## config.mk

```make
export PLATFORM = sky130hd
export DESIGN_NAME = fixed_block_pool_allocator
export DESIGN_NICKNAME = d
export VERILOG_FILES = /design/src/rtl/fbpa_pkg.sv /design/src/rtl/fbpa_div.sv /design/src/rtl/fbpa_dp.sv /design/src/rtl/fbpa_ctrl.sv /design/src/rtl/fixed_block_pool_allocator.sv
export SDC_FILE = /design/constraint.sdc
export NUM_CORES = 2
export LEC_CHECK = 0
export ABC_AREA = 0
export BUFFER_PORTS_ARGS = -buffer_cell sky130_fd_sc_hd__buf_2
export CORE_MARGIN = 3
export CORE_UTILIZATION = 60
export CTS_BUF_LIST = sky130_fd_sc_hd__clkbuf_8
export DETAILED_ROUTE_END_ITERATION = 8
export GPL_TIMING_DRIVEN = 0
export HOLD_SLACK_MARGIN = 0.1
export PLACE_DENSITY = 0.76
export SETUP_SLACK_MARGIN = 0.1
export SYNTH_ARGS = -nofsm -noshare
export SYNTH_HDL_FRONTEND = slang
export SYNTH_SLANG_ARGS = --single-unit
```

## constraint.sdc

```tcl
create_clock -name clk -period 15.3 [get_ports clk]
set_input_delay 0 -clock clk [delete_from_list [all_inputs] [get_ports clk]]
set_output_delay 0 -clock clk [all_outputs]
set_load 0.05 [all_outputs]
```

## src/rtl/fbpa_pkg.sv

```systemverilog
// ----------------------------------------------------------------------------
// fbpa_pkg: shared types and constants for the fixed block pool allocator
// Holds field widths, operation and status codes, register indexes, the
// controller/datapath command and status structs, and size helpers.
// ----------------------------------------------------------------------------
package fbpa_pkg;

  // Pool geometry
  localparam int MAX_BLOCKS = 256;
  localparam int QIDX_W     = $clog2(MAX_BLOCKS);
  localparam int ADDR_W     = 32;
  localparam int SIZE_W     = 17;
  localparam int RSIZE_W    = SIZE_W + 1;
  localparam int COUNT_W    = 9;
  // An in-range offset stays below rounded size times MAX_BLOCKS
  localparam int OFS_W      = RSIZE_W - 1 + QIDX_W;
  localparam int SPAN_W     = RSIZE_W + COUNT_W;
  localparam int PROD_W     = RSIZE_W + QIDX_W;
  localparam int SIZE_ROUND = 3;

  // Configuration port
  localparam int DATA_W  = 32;
  localparam int PADDR_W = 4;

  localparam logic [1:0] REG_BASE  = 2'd0;
  localparam logic [1:0] REG_SIZE  = 2'd1;
  localparam logic [1:0] REG_COUNT = 2'd2;

  localparam logic [ADDR_W-1:0]  BASE_RESET  = '0;
  localparam logic [SIZE_W-1:0]  SIZE_RESET  = 17'd4;
  localparam logic [COUNT_W-1:0] COUNT_RESET = 9'd1;

  // Item kinds
  localparam logic [1:0] KIND_ALLOC = 2'd0;
  localparam logic [1:0] KIND_FREE  = 2'd1;
  localparam logic [1:0] KIND_INIT  = 2'd2;

  // Result status codes
  localparam logic [1:0] ST_OK      = 2'd0;
  localparam logic [1:0] ST_EMPTY   = 2'd1;
  localparam logic [1:0] ST_ILLEGAL = 2'd2;
  localparam logic [1:0] ST_FULL    = 2'd3;

  // Controller to datapath commands
  typedef struct packed {
    logic       load_item;
    logic       rd_issue;
    logic       mul_capture;
    logic       alloc_commit;
    logic       free_prep;
    logic       div_start;
    logic       free_commit;
    logic       init_start;
    logic       init_write;
    logic       init_finish;
    logic       set_status;
    logic [1:0] status_code;
  } dp_cmd_t;

  // Datapath to controller status
  typedef struct packed {
    logic [1:0] kind;
    logic       queue_empty;
    logic       range_bad;
    logic       div_done;
    logic       rem_nonzero;
    logic       pool_full;
    logic       init_last;
    logic       count_zero;
  } dp_stat_t;

  // Round the requested size up to a multiple of four; zero counts as one byte
  function automatic logic [RSIZE_W-1:0] round_size(input logic [SIZE_W-1:0] s);
    logic [RSIZE_W-1:0] t;
    t = (s == '0) ? RSIZE_W'(1) : {1'b0, s};
    t = t + RSIZE_W'(SIZE_ROUND);
    return {t[RSIZE_W-1:2], 2'b00};
  endfunction

  // Clamp the configured count to the pool capacity
  function automatic logic [COUNT_W-1:0] eff_count(input logic [COUNT_W-1:0] c);
    return (c > COUNT_W'(MAX_BLOCKS)) ? COUNT_W'(MAX_BLOCKS) : c;
  endfunction

endpackage

```

## src/rtl/fbpa_div.sv

```systemverilog
// ----------------------------------------------------------------------------
// fbpa_div: restoring divider for block index and alignment check
// Divides a pool offset by the rounded block size, one quotient bit per
// cycle. The offset is known to be below size times MAX_BLOCKS, so the
// quotient fits a block index.
// ----------------------------------------------------------------------------
module fbpa_div
  import fbpa_pkg::*;
(
  input  logic               clk,
  input  logic               rst,
  input  logic               start,
  input  logic [OFS_W-1:0]   dividend,
  input  logic [RSIZE_W-1:0] divisor,
  output logic               done,
  output logic [QIDX_W-1:0]  quotient,
  output logic               rem_nonzero
);

  localparam int STEP_W = $clog2(QIDX_W);

  logic              busy;
  logic [STEP_W-1:0] step;
  logic [OFS_W-1:0]  rem;
  logic [OFS_W-1:0]  dsh;
  logic [QIDX_W-1:0] q;

  // Control: busy flag, step counter, done pulse
  always_ff @(posedge clk) begin
    if (rst) begin
      busy <= 1'b0;
      step <= '0;
      done <= 1'b0;
    end else begin
      done <= 1'b0;
      if (start) begin
        busy <= 1'b1;
        step <= '0;
      end else if (busy) begin
        step <= step + STEP_W'(1);
        if (step == STEP_W'(QIDX_W - 1)) begin
          busy <= 1'b0;
          done <= 1'b1;
        end
      end
    end
  end

  // Datapath: subtract the shifted divisor where it fits, then shift it down
  always_ff @(posedge clk) begin
    if (start) begin
      rem <= dividend;
      dsh <= OFS_W'(divisor) << (QIDX_W - 1);
      q   <= '0;
    end else if (busy) begin
      if (rem >= dsh) begin
        rem <= rem - dsh;
        q   <= {q[QIDX_W-2:0], 1'b1};
      end else begin
        q   <= {q[QIDX_W-2:0], 1'b0};
      end
      dsh <= dsh >> 1;
    end
  end

  assign quotient    = q;
  assign rem_nonzero = (rem != '0);

endmodule

```

## src/rtl/fbpa_dp.sv

```systemverilog
// ----------------------------------------------------------------------------
// fbpa_dp: allocator datapath
// Free queue memory with head/tail pointers and free count, address
// arithmetic for allocate, range and alignment checks for free, and the
// fill sweep for initialize. Acts only on controller commands.
// ----------------------------------------------------------------------------
module fbpa_dp
  import fbpa_pkg::*;
(
  input  logic               clk,
  input  logic               rst,
  input  dp_cmd_t            cmd,
  input  logic [1:0]         item_kind,
  input  logic [ADDR_W-1:0]  item_address,
  input  logic [ADDR_W-1:0]  base_address,
  input  logic [SIZE_W-1:0]  block_size,
  input  logic [COUNT_W-1:0] block_count,
  output dp_stat_t           stat,
  output logic [1:0]         res_status,
  output logic [ADDR_W-1:0]  res_address,
  output logic [COUNT_W-1:0] blocks_free
);

  logic [RSIZE_W-1:0] size;
  logic [COUNT_W-1:0] count;

  logic [1:0]         kind_q;
  logic [ADDR_W-1:0]  addr_q;
  logic [QIDX_W-1:0]  head;
  logic [QIDX_W-1:0]  tail;
  logic [QIDX_W-1:0]  free_queue [MAX_BLOCKS];
  logic [QIDX_W-1:0]  rd_data;
  logic [PROD_W-1:0]  product;
  logic [ADDR_W-1:0]  offset;
  logic [SPAN_W-1:0]  span;
  logic [COUNT_W-1:0] init_cnt;

  logic               div_done;
  logic [QIDX_W-1:0]  div_q;
  logic               div_rem_nz;

  assign size  = round_size(block_size);
  assign count = eff_count(block_count);

  // Capture the item
  always_ff @(posedge clk) begin
    if (cmd.load_item) begin
      kind_q <= item_kind;
      addr_q <= item_address;
    end
  end

  // Queue pointers and free count
  always_ff @(posedge clk) begin
    if (rst) begin
      head        <= '0;
      tail        <= '0;
      blocks_free <= '0;
    end else if (cmd.init_finish) begin
      head        <= '0;
      tail        <= count[QIDX_W-1:0];
      blocks_free <= count;
    end else if (cmd.alloc_commit) begin
      head        <= head + QIDX_W'(1);
      blocks_free <= blocks_free - COUNT_W'(1);
    end else if (cmd.free_commit) begin
      tail        <= tail + QIDX_W'(1);
      blocks_free <= blocks_free + COUNT_W'(1);
    end
  end

  // Free queue memory: one write port, one registered read port
  always_ff @(posedge clk) begin
    if (cmd.init_write) begin
      free_queue[init_cnt[QIDX_W-1:0]] <= init_cnt[QIDX_W-1:0];
    end else if (cmd.free_commit) begin
      free_queue[tail] <= div_q;
    end
    if (cmd.rd_issue) begin
      rd_data <= free_queue[head];
    end
  end

  // Fill sweep counter
  always_ff @(posedge clk) begin
    if (cmd.init_start) begin
      init_cnt <= '0;
    end else if (cmd.init_write) begin
      init_cnt <= init_cnt + COUNT_W'(1);
    end
  end

  // Address arithmetic
  always_ff @(posedge clk) begin
    if (cmd.mul_capture) begin
      product <= size * rd_data;
    end
    if (cmd.free_prep) begin
      offset <= addr_q - base_address;
      span   <= size * count;
    end
  end

  // Result fields
  always_ff @(posedge clk) begin
    if (cmd.load_item) begin
      res_status  <= ST_OK;
      res_address <= '0;
    end else begin
      if (cmd.set_status) begin
        res_status <= cmd.status_code;
      end
      if (cmd.alloc_commit) begin
        res_address <= base_address + ADDR_W'(product);
      end
    end
  end

  fbpa_div u_div (
    .clk         (clk),
    .rst         (rst),
    .start       (cmd.div_start),
    .dividend    (offset[OFS_W-1:0]),
    .divisor     (size),
    .done        (div_done),
    .quotient    (div_q),
    .rem_nonzero (div_rem_nz)
  );

  // Status toward the controller
  always_comb begin
    stat.kind        = kind_q;
    stat.queue_empty = (blocks_free == '0);
    stat.range_bad   = (addr_q == '0) || (offset >= ADDR_W'(span));
    stat.div_done    = div_done;
    stat.rem_nonzero = div_rem_nz;
    stat.pool_full   = (blocks_free >= count);
    stat.init_last   = (init_cnt == count - COUNT_W'(1));
    stat.count_zero  = (count == '0);
  end

  // Pointer distance tracks the free count
  a_ptr_consistent: assert property (@(posedge clk) disable iff (rst)
    blocks_free[QIDX_W-1:0] == QIDX_W'(tail - head))
    else $error("queue pointers disagree with free count");

  // Never pop an empty queue
  a_no_pop_empty: assert property (@(posedge clk) disable iff (rst)
    cmd.alloc_commit |-> blocks_free != '0)
    else $error("allocate committed with no free block");

  // Push only aligned blocks into a queue that has room
  a_push_ok: assert property (@(posedge clk) disable iff (rst)
    cmd.free_commit |-> (blocks_free < count) && !div_rem_nz)
    else $error("free committed while full or unaligned");

endmodule

```

## src/rtl/fbpa_ctrl.sv

```systemverilog
// ----------------------------------------------------------------------------
// fbpa_ctrl: allocator controller
// Sequences one item at a time through the datapath: dispatch on kind,
// run allocate, free or initialize steps, then hand the result to the
// output register.
// ----------------------------------------------------------------------------
module fbpa_ctrl
  import fbpa_pkg::*;
(
  input  logic     clk,
  input  logic     rst,
  input  logic     item_valid,
  output logic     item_ready,
  input  logic     out_space,
  output logic     out_load,
  input  dp_stat_t stat,
  output dp_cmd_t  cmd
);

  localparam logic [2:0] S_IDLE      = 3'd0;
  localparam logic [2:0] S_DISPATCH  = 3'd1;
  localparam logic [2:0] S_ALLOC_RD  = 3'd2;
  localparam logic [2:0] S_ALLOC_ADD = 3'd3;
  localparam logic [2:0] S_FREE_CHK  = 3'd4;
  localparam logic [2:0] S_FREE_DIV  = 3'd5;
  localparam logic [2:0] S_INIT      = 3'd6;
  localparam logic [2:0] S_DONE      = 3'd7;

  logic [2:0] state;
  logic [2:0] state_next;

  always_ff @(posedge clk) begin
    if (rst) begin
      state <= S_IDLE;
    end else begin
      state <= state_next;
    end
  end

  // Next state and command decode
  always_comb begin
    state_next = state;
    cmd        = '0;
    item_ready = 1'b0;
    out_load   = 1'b0;
    unique case (state)
      S_IDLE: begin
        item_ready = 1'b1;
        if (item_valid) begin
          cmd.load_item = 1'b1;
          state_next    = S_DISPATCH;
        end
      end
      S_DISPATCH: begin
        unique case (stat.kind)
          KIND_ALLOC: begin
            if (stat.queue_empty) begin
              cmd.set_status  = 1'b1;
              cmd.status_code = ST_EMPTY;
              state_next      = S_DONE;
            end else begin
              cmd.rd_issue = 1'b1;
              state_next   = S_ALLOC_RD;
            end
          end
          KIND_FREE: begin
            cmd.free_prep = 1'b1;
            state_next    = S_FREE_CHK;
          end
          KIND_INIT: begin
            cmd.init_start = 1'b1;
            state_next     = S_INIT;
          end
          default: begin
            state_next = S_DONE;
          end
        endcase
      end
      S_ALLOC_RD: begin
        cmd.mul_capture = 1'b1;
        state_next      = S_ALLOC_ADD;
      end
      S_ALLOC_ADD: begin
        cmd.alloc_commit = 1'b1;
        state_next       = S_DONE;
      end
      S_FREE_CHK: begin
        if (stat.range_bad) begin
          cmd.set_status  = 1'b1;
          cmd.status_code = ST_ILLEGAL;
          state_next      = S_DONE;
        end else begin
          cmd.div_start = 1'b1;
          state_next    = S_FREE_DIV;
        end
      end
      S_FREE_DIV: begin
        // Alignment is judged before fullness
        if (stat.div_done) begin
          if (stat.rem_nonzero) begin
            cmd.set_status  = 1'b1;
            cmd.status_code = ST_ILLEGAL;
          end else if (stat.pool_full) begin
            cmd.set_status  = 1'b1;
            cmd.status_code = ST_FULL;
          end else begin
            cmd.free_commit = 1'b1;
          end
          state_next = S_DONE;
        end
      end
      S_INIT: begin
        if (stat.count_zero) begin
          cmd.init_finish = 1'b1;
          state_next      = S_DONE;
        end else begin
          cmd.init_write = 1'b1;
          if (stat.init_last) begin
            cmd.init_finish = 1'b1;
            state_next      = S_DONE;
          end
        end
      end
      S_DONE: begin
        if (out_space) begin
          out_load   = 1'b1;
          state_next = S_IDLE;
        end
      end
      default: begin
        state_next = S_IDLE;
      end
    endcase
  end

endmodule

```

## src/rtl/fixed_block_pool_allocator.sv

```systemverilog
// ----------------------------------------------------------------------------
// fixed_block_pool_allocator: pool of equal-size blocks with a FIFO free list
// Usage:
//   Configure base_address, block_size and block_count over the APB port
//   (byte addresses 0, 4, 8) while the block is idle, then send an
//   initialize item to mark every block free in index order.
//   Each item on the item channel (kind, address) gives exactly one result
//   (status, block_address, free_count) on the result channel.
//   With the result side free, each item passes dispatch and ends in the
//   done state, from which the controller returns to idle for the next
//   item. Allocate reads the queue (unless empty), multiplies and adds;
//   free checks the range and, if in range, waits on the divider, which
//   finds the block index one quotient bit at a time; initialize makes
//   one queue write per block; one item is worked on at a time.
//   A finished result waits in the output register while the next item is
//   accepted and processed; if the receiver stalls, processing halts at the
//   end of that next item until the output register empties.
//   Reset clears the queue pointers and free count (pool empty until
//   initialized) and sets the registers to base 0, size 4, count 1.
// ----------------------------------------------------------------------------
module fixed_block_pool_allocator
  import fbpa_pkg::*;
(
  input  logic               clk,
  input  logic               rst,
  // Configuration port
  input  logic               psel,
  input  logic               penable,
  input  logic               pwrite,
  input  logic [PADDR_W-1:0] paddr,
  input  logic [DATA_W-1:0]  pwdata,
  output logic [DATA_W-1:0]  prdata,
  output logic               pready,
  // Item channel
  input  logic               item_valid,
  output logic               item_ready,
  input  logic [1:0]         kind,
  input  logic [ADDR_W-1:0]  address,
  // Result channel
  output logic               result_valid,
  input  logic               result_ready,
  output logic [1:0]         status,
  output logic [ADDR_W-1:0]  block_address,
  output logic [COUNT_W-1:0] free_count
);

  logic [ADDR_W-1:0]  base_address;
  logic [SIZE_W-1:0]  block_size;
  logic [COUNT_W-1:0] block_count;
  logic               cfg_write;
  logic [1:0]         reg_index;

  dp_cmd_t            cmd;
  dp_stat_t           stat;
  logic               out_space;
  logic               out_load;
  logic [1:0]         res_status;
  logic [ADDR_W-1:0]  res_address;
  logic [COUNT_W-1:0] blocks_free;

  assign pready    = 1'b1;
  assign cfg_write = psel && penable && pwrite;
  assign reg_index = paddr[PADDR_W-1:2];

  // Configuration registers
  always_ff @(posedge clk) begin
    if (rst) begin
      base_address <= BASE_RESET;
      block_size   <= SIZE_RESET;
      block_count  <= COUNT_RESET;
    end else if (cfg_write) begin
      unique case (reg_index)
        REG_BASE:  base_address <= pwdata[ADDR_W-1:0];
        REG_SIZE:  block_size   <= pwdata[SIZE_W-1:0];
        REG_COUNT: block_count  <= pwdata[COUNT_W-1:0];
        default: begin
        end
      endcase
    end
  end

  // Register readback
  always_comb begin
    unique case (reg_index)
      REG_BASE:  prdata = DATA_W'(base_address);
      REG_SIZE:  prdata = DATA_W'(block_size);
      REG_COUNT: prdata = DATA_W'(block_count);
      default:   prdata = '0;
    endcase
  end

  fbpa_ctrl u_ctrl (
    .clk        (clk),
    .rst        (rst),
    .item_valid (item_valid),
    .item_ready (item_ready),
    .out_space  (out_space),
    .out_load   (out_load),
    .stat       (stat),
    .cmd        (cmd)
  );

  fbpa_dp u_dp (
    .clk          (clk),
    .rst          (rst),
    .cmd          (cmd),
    .item_kind    (kind),
    .item_address (address),
    .base_address (base_address),
    .block_size   (block_size),
    .block_count  (block_count),
    .stat         (stat),
    .res_status   (res_status),
    .res_address  (res_address),
    .blocks_free  (blocks_free)
  );

  // Output register: hold the result until the receiver takes it
  assign out_space = !result_valid || result_ready;

  always_ff @(posedge clk) begin
    if (rst) begin
      result_valid <= 1'b0;
    end else if (out_load) begin
      result_valid <= 1'b1;
    end else if (result_ready) begin
      result_valid <= 1'b0;
    end
  end

  always_ff @(posedge clk) begin
    if (out_load) begin
      status        <= res_status;
      block_address <= res_address;
      free_count    <= blocks_free;
    end
  end

endmodule
```

Word level (Yosys, flattened, before mapping) --
Memories as Yosys holds them, arrays and structs flattened. A register that Yosys moved wholly into a read port is not among the register bits. Cells that the tools add are included.
Operators by class: add/subtract/negate cells 11, multipliers 2, order comparisons 4, eq/ne operators 18, mux-type cells 69, bitwise logic cells 1, reduce and logical (&&, ||, !) cells 28
Operator list (number):
- 25-bit 2-to-1 mux | 5
- 32-bit one-hot mux with 3 select lines | 1
- 8-bit 2-to-1 mux | 5
- 1-bit 2-to-1 mux | 36
- 3-bit 2-to-1 mux | 12
- 9-bit 2-to-1 mux | 4
- 32-bit by 26-bit adder with 32-bit output | 1
- 32-bit by 27-bit greater-or-equal comparator with 1-bit output | 1
- 32-bit zero test | 1
- 32-bit subtractor | 1
- 25-bit greater-or-equal comparator | 1
- 16-bit by 9-bit multiplier with 25-bit output | 1
- 25-bit nonzero test | 1
- 25-bit subtractor | 1
- 16-bit by 8-bit multiplier with 24-bit output | 1
- 3-bit one-hot mux with 8 select lines | 1
- 18-bit by 2-bit adder with 18-bit output, second input constant | 1
- 9-bit by 1-bit adder with 9-bit output, second input constant | 2
- 9-bit zero test | 2
- 3-bit one-hot mux with 3 select lines | 2
- 9-bit by 1-bit subtractor with 9-bit output, second input constant | 2
- 17-bit zero test | 1
- 17-bit 2-to-1 mux | 1
- 8-bit by 1-bit adder with 8-bit output, second input constant | 2
- 26 further kinds | 47
Storage, ports and cells: register bits 351, memory bits (writable) 2048, input port bits 77, output and inout port bits 78, word-level logic and storage cells 160, memories 1
Memories:
- u_dp.free_queue | depth 256, width 8, read ports 1, clocked after Yosys merged registers in 1, write ports 1, line fbpa_dp.sv:31 | logic [QIDX_W-1:0] free_queue [MAX_BLOCKS];

Longest topological paths before layout --
depth after elaboration 12, depth in mapped cells 27, mapped depth without buffers 25

Hierarchy --
Synthesis repeated with hierarchy kept, for this count alone.
Unflattened totals: cell total of the unflattened synthesis 6756, area, all modules 107942.3 µm²
By module, submodules not included:
- fbpa_dp | times used 1, cells each 5903, area an instance 99240.2 µm², sequential area each 66553.8 µm²
- fixed_block_pool_allocator | times used 1, cells each 343, area an instance 4185.3 µm², sequential area each 2472.4 µm²
- fbpa_div | times used 1, cells each 451, area an instance 4075.2 µm², sequential area each 1691.6 µm²
- fbpa_ctrl | times used 1, cells each 59, area an instance 441.7 µm², sequential area each 60.1 µm²

Worst setup path after synthesis --
OpenSTA, ideal clock, no wires.
path kind register to register, start point register block_count[8], end point memory u_dp.free_queue[0][7] in the netlist's numbering, data pin, data arrival time 6.006 ns, setup slack 8.471 ns, cell stages (with the launch flop) 18, buffers on the path 5, clock period less this slack 6.829 ns, path through dfxtp_1 -> buf_2 -> inv_1 -> nand2_1 -> clkinv_1 -> clkbuf_1 -> ha_1 -> nand2b_1 -> a21o_1 -> a21oi_1 -> o221ai_1 -> o21ai_1 -> nand2_1 -> clkbuf_1 -> clkbuf_1 -> buf_1 -> nand2_1 -> nand2_1
On the way: word-level cells in the longest chain between the ends 12, elaborated cells between the ends (all ways) 15, classes of those cells order compare (2); mux (11); reduce/logical (2)
RTL lines:
- start, declared | line fixed_block_pool_allocator.sv:49 | logic [COUNT_W-1:0] block_count;
- start signal, assigned | line fixed_block_pool_allocator.sv:75 | REG_COUNT: block_count <= pwdata[COUNT_W-1:0];
- 9-bit > comparator | line fbpa_pkg.sv:82 | return (c > COUNT_W'(MAX_BLOCKS)) ? COUNT_W'(MAX_BLOCKS) : c;
- 9-bit 2-to-1 mux * | line fbpa_pkg.sv:82
- 9-bit greater-or-equal comparator | line fbpa_dp.sv:137 | stat.pool_full = (blocks_free >= count);
- 1-bit 2-to-1 mux | line fbpa_ctrl.sv:103 | end else if (stat.pool_full) begin
- 1-bit 2-to-1 mux | line fbpa_ctrl.sv:100 | if (stat.rem_nonzero) begin
- 1-bit 2-to-1 mux | line fbpa_ctrl.sv:99 | if (stat.div_done) begin
- 1-bit 2-to-1 mux | line fbpa_ctrl.sv:46 | unique case (state)
- 1-bit 2-to-1 mux | line fbpa_dp.sv:76 | end else if (cmd.free_commit) begin
- 1-bit 2-to-1 mux * | line fbpa_dp.sv:74 | if (cmd.init_write) begin
- 1-bit 2-to-1 mux (not written as such) * | line fbpa_dp.sv:77 | free_queue[tail] <= div_q;
- 8-bit OR reduction (no line) *
- 8-bit 2-to-1 mux (no line) *
- end, declared | line fbpa_dp.sv:31
Every way passes the cells marked *; elsewhere a longest branch is shown, timed or not.

Final worst setup path --
start point register block_size[0], end point register u_dp.span[25], data pin
On the way: word-level cells in the longest chain between the ends 4
RTL lines:
- start, declared | line fixed_block_pool_allocator.sv:48 | logic [SIZE_W-1:0] block_size;
- start signal, assigned | line fixed_block_pool_allocator.sv:74 | REG_SIZE: block_size <= pwdata[SIZE_W-1:0];
- 17-bit zero test | line fbpa_pkg.sv:75 | t = (s == '0) ? RSIZE_W'(1) : {1'b0, s};
- 17-bit 2-to-1 mux * | line fbpa_pkg.sv:75
- 18-bit by 2-bit adder with 18-bit output * | line fbpa_pkg.sv:76 | t = t + RSIZE_W'(SIZE_ROUND);
- 16-bit by 9-bit multiplier with 25-bit output * | line fbpa_dp.sv:100 | span <= size * count;
- end signal, assigned | line fbpa_dp.sv:100
- end, declared | line fbpa_dp.sv:35 | logic [SPAN_W-1:0] span;
Marks and branches as above. A chain may end at the register's enable or synchronous reset.

==> implementation parameters <==
Parameter                              Value

Status
  Outcome    complete, but fails checks
  Failing checks    max-slew violations

Synthesis
  Share of synthesized area occupied by flip-flops and latches    66.4%
  Ys flop type    sky130_fd_sc_hd__edfxtp_1
  Post-synthesis cell area    107000 um^2
  Share of async-settable or async-resettable flops after synthesis    0%
  Yosys warning count    0
  Synth Net Count    6760
  Count of mapped cells out of synthesis    6276
  #FFs+latches synth    2407
  Number of enable-type register cells in the synthesized netlist    2255
  Distinct cell type count of the synthesized netlist    71
  Post-synthesis area per instance    17.0 um^2

STA
  Minimum setup slack in the final design    6.85 ns
  Max-slew violations    17
  Clock Skews    0.136 ns
  Worst slew margin    -7.46%
  Final hold violations    0
  Final Critical Period    8.45 ns
  Part of the cycle the worst path needs    55.3%
  Setup TNS after final layout    0 ns
  Unrepaired setup endpoints after global routing    false
  Number of failing setup endpoints in the final timing report    0
  Transition time at the pin with the least slew margin    1.61 ns
  Highest achievable clock rate    118 MHz

Global route
  Pin count of the biggest net entering global routing    96
  GRT overflow    0
  Total Routing Usage GR    32.2%
  Vias in the first global route    62387
  Number of antenna violations at the first check in global routing    16
  Wire length of the first global-routing pass    419 mm

Detailed routing
  Via count normalized by instance count    6.43
  Routed Wire Length    291 mm
  Drt drc    0
  DRC violation total after the first TritonRoute iteration    8120
  Remaining antenna violation count    0
  Mean routed wirelength per cell    30.1 um
  Number of vias after detailed routing    62100
  Detailed-router iteration count before antenna repair    9

Setup path
  Delay of the slowest cell on the worst path    0.63 ns
  Critical path startpoint    block_size[0]
  Buffer and inverter count on the worst path    5
  Most prevalent standard cell on the critical path    sky130_fd_sc_hd__fa_1
  Critical path type    flip-flop to flip-flop
  Worst Path Required    16.07 ns
  Setup crit start kind    flip-flop
  Element type at the critical path end    flip-flop
  Worst R2R Setup Slack    6.85 ns
  CP top delay family    adder cells
  Endpoint of the worst register-to-register path    u_dp.span[25]
  Peak fanout along the critical path    10
  Slowest cell on crit path    sky130_fd_sc_hd__xnor2_1
  Crit path DAT    9.23 ns
  Start of the worst register-to-register path    block_size[0]
  Depth of the most critical reg-to-reg path    25

Finish
  Leading cell type in the layout, fill and taps excluded    sky130_fd_sc_hd__edfxtp_1
  Number of nets in the finished design    7512
  Area of the multi-input gates    33300 um^2
  Filler Cells Inserted    11105
  Total non-filler cell area in the finished layout    120000 um^2
  Utilization of the core after routing    68.0%
  Ratio of cells with drive above 1 in the final layout    19.5%
  Area occupied by registers    70800 um^2
  Highest-count cells in the layout ignoring fill and taps    sky130_fd_sc_hd__edfxtp_1, sky130_fd_sc_hd__mux4_2, sky130_fd_sc_hd__inv_1
  Area growth from synthesis to layout    12.6%

CTS
  Number of buffers inserted for hold repair after clock tree synthesis    181
  Post-CTS setup buffer count    0
  Largest buffer count on any clock path    4
  CTS tree    built
  Clock latency of the later-clocked register in the worst-skew pair    1.12 ns
  Clock Sinks    2407
  CTS root buffer    sky130_fd_sc_hd__clkbuf_8
  TritonCTS buffer count    384
  Count of H-tree levels built during CTS    5
  Count of cells resized by post-cts repair    0
  Post-CTS clock slew at the launch and capture registers of the worst setup and hold paths    0.06 ns

Power
  Switch share    25.0%
  Logic pwr share    10.5%
  Static leakage power    39.0 nW
  VDD IR-drop max    0.0940 mV
  Part of the power in registers    53.1%
  Net switching power of the design    3.52 mW
  Cell Int Power    10.6 mW
  Clock network fraction of total power    36.3%
  Pwr per Cell Area    118 nW/um^2

Die
  Starting utilization of the core area    60.4%
  Width of the die    427 um
  Count of boundary I/O pins    155
  Std-Cell Rows    154
  Die Footprint    183000 um^2
  Placeable Area    176000 um^2
  Die boundary height    427 um

Place
  GPL Wtd Cong    0.960
  Placement Setup Slack    7.02 ns
  Buffers added on ports    150
  Post-DP Area    111000 um^2
  HPWL after DPL    201 mm

Worst hold path
  Hold crit path type    primary input to flip-flop
  Hold Crit Start    penable
  Hold Path Cell Cnt    5
  Endpoint, Worst Hold    block_count[0]

Job
  Max-capacitance violation count    0
==> power groups by stage <==
stage / Sequential [mW] / Clock, mW / Combinational, mW
final: 7.49 / 5.13 / 1.48
after global routing: 7.49 / 5.45 / 1.58
after CTS: 7.48 / 5.15 / 1.47
after detailed placement: 7.62 / 0 / 1.43
after global placement: 7.74 / 0 / 1.35
after floorplan: 7.65 / 0 / 0.912
==> state kept, by name, summed over array words and instances, names as in the netlist, 8 cells and up <==
| name | count |
|---|---|
| u_dp.res_address | 32 |
| u_dp.u_div.quotient | 8 |
| free_count | 9 |
| u_dp.tail | 8 |
| u_dp.head | 8 |
| u_dp.addr_q | 32 |
| u_dp.span | 25 |
| u_dp.u_div.dsh | 25 |
| u_dp.product | 24 |
| u_dp.blocks_free | 9 |
| u_dp.u_div.rem | 25 |
| u_dp.offset | 32 |
| base_address | 32 |
| u_dp.rd_data | 8 |
| u_dp.init_cnt | 9 |
| u_dp.free_queue | 2048 |
| block_count | 9 |
| block_address | 32 |
| block_size | 17 |
==> worst register-to-register path, cell delays in order, from the launching register on <==
cell                       delay [ns]
sky130_fd_sc_hd__dfxtp_1         0.40
sky130_fd_sc_hd__o21a_1          0.18
sky130_fd_sc_hd__buf_2           0.23
sky130_fd_sc_hd__nand4_1         0.22
sky130_fd_sc_hd__nor2_1          0.26
sky130_fd_sc_hd__nand3_1         0.19
sky130_fd_sc_hd__nor2_1          0.34
sky130_fd_sc_hd__nand3_1         0.23
sky130_fd_sc_hd__xnor2_1         0.63
sky130_fd_sc_hd__clkbuf_1        0.56
sky130_fd_sc_hd__nand2_1         0.18
sky130_fd_sc_hd__fa_1            0.56
sky130_fd_sc_hd__inv_1           0.05
sky130_fd_sc_hd__fa_1            0.54
sky130_fd_sc_hd__fa_1            0.57
sky130_fd_sc_hd__inv_1           0.05
sky130_fd_sc_hd__fa_1            0.47
sky130_fd_sc_hd__inv_1           0.04
sky130_fd_sc_hd__ha_1            0.22
sky130_fd_sc_hd__or4_1           0.51
sky130_fd_sc_hd__a211oi_1        0.40
sky130_fd_sc_hd__o311ai_0        0.33
sky130_fd_sc_hd__o41ai_1         0.58
sky130_fd_sc_hd__o21ai_0         0.15
sky130_fd_sc_hd__a21oi_1         0.23
sky130_fd_sc_hd__xnor2_1         0.08
==> through the flow <==
stage / cells / hold WS, ns / total power, mW
after CTS: 9643 / 0.105 / 14.1
final: 9660 / 0.197 / 14.1
after floorplan: 6276 / 0.0989 / 8.56
after global routing: 9650 / 0.181 / 14.5
after detailed placement: 8797 / 0.178 / 9.05
after global placement: 8766 / 0.179 / 9.08
==> cell type report <==
type	instances	share of cell area, %
flip-flops and latches	2407	59.0
multi-input cells	3190	27.8
clock buffers	397	4.55
repair buffers	366	2.80
well taps	2340	2.44
clock inverters	268	1.23
inverters	359	1.12
plain buffers	320	1.07
diodes	13	0.0271
==> worst max-delay path by stage <==
stage / endpoint / slack, ns / cells past startpoint
finish: u_dp.span[25] / 6.85 / 25
global route: u_dp.span[25] / 6.41 / 25
CTS: u_dp.span[25] / 6.97 / 25
detailed placement: u_dp.span[25] / 7.02 / 25
global placement: u_dp.free_queue[122][3] / 3.34 / 15
floorplan: u_dp.free_queue[0][7] / 8.47 / 17
==> routing by layer <==
layer / global-route usage (%) / up-vias / share of wire, %
met4: 19.0 / 4 / 6.8
met5: 0 / - / 0.0093
met1: 40.7 / 31472 / 35
met3: 7.52 / 846 / 10
li1: - / 25777 / -
met2: 51.3 / 4001 / 48
==> cells by family after synthesis <==
| group | after synthesis | share of synthesized area [%] |
|---|---|---|
| compound gates | 582 | 3.38 |
| simple gates | 1309 | 5.52 |
| buf+inv | 679 | 2.46 |
| other cells | 1 | 0.00352 |
| mux | 721 | 14.7 |
| xor+xnor | 169 | 1.39 |
| fa+ha+maj | 408 | 6.11 |
| flops | 2407 | 66.4 |
==> Yosys cell counts, types with 90 or more instances <==
cell type	instances	area [um^2]
sky130_fd_sc_hd__a21oi_1	216	1080
sky130_fd_sc_hd__and2_1	90	563
sky130_fd_sc_hd__clkbuf_1	223	837
sky130_fd_sc_hd__dfxtp_1	152	3040
sky130_fd_sc_hd__edfxtp_1	2255	67700
sky130_fd_sc_hd__fa_1	187	3740
sky130_fd_sc_hd__ha_1	220	2750
sky130_fd_sc_hd__inv_1	357	1340
sky130_fd_sc_hd__mux4_2	679	15300
sky130_fd_sc_hd__nand2_1	397	1490
sky130_fd_sc_hd__nor2_1	479	1800
sky130_fd_sc_hd__o21ai_0	93	465
sky130_fd_sc_hd__xnor2_1	114	998
Power figures use the tool's default switching activity.
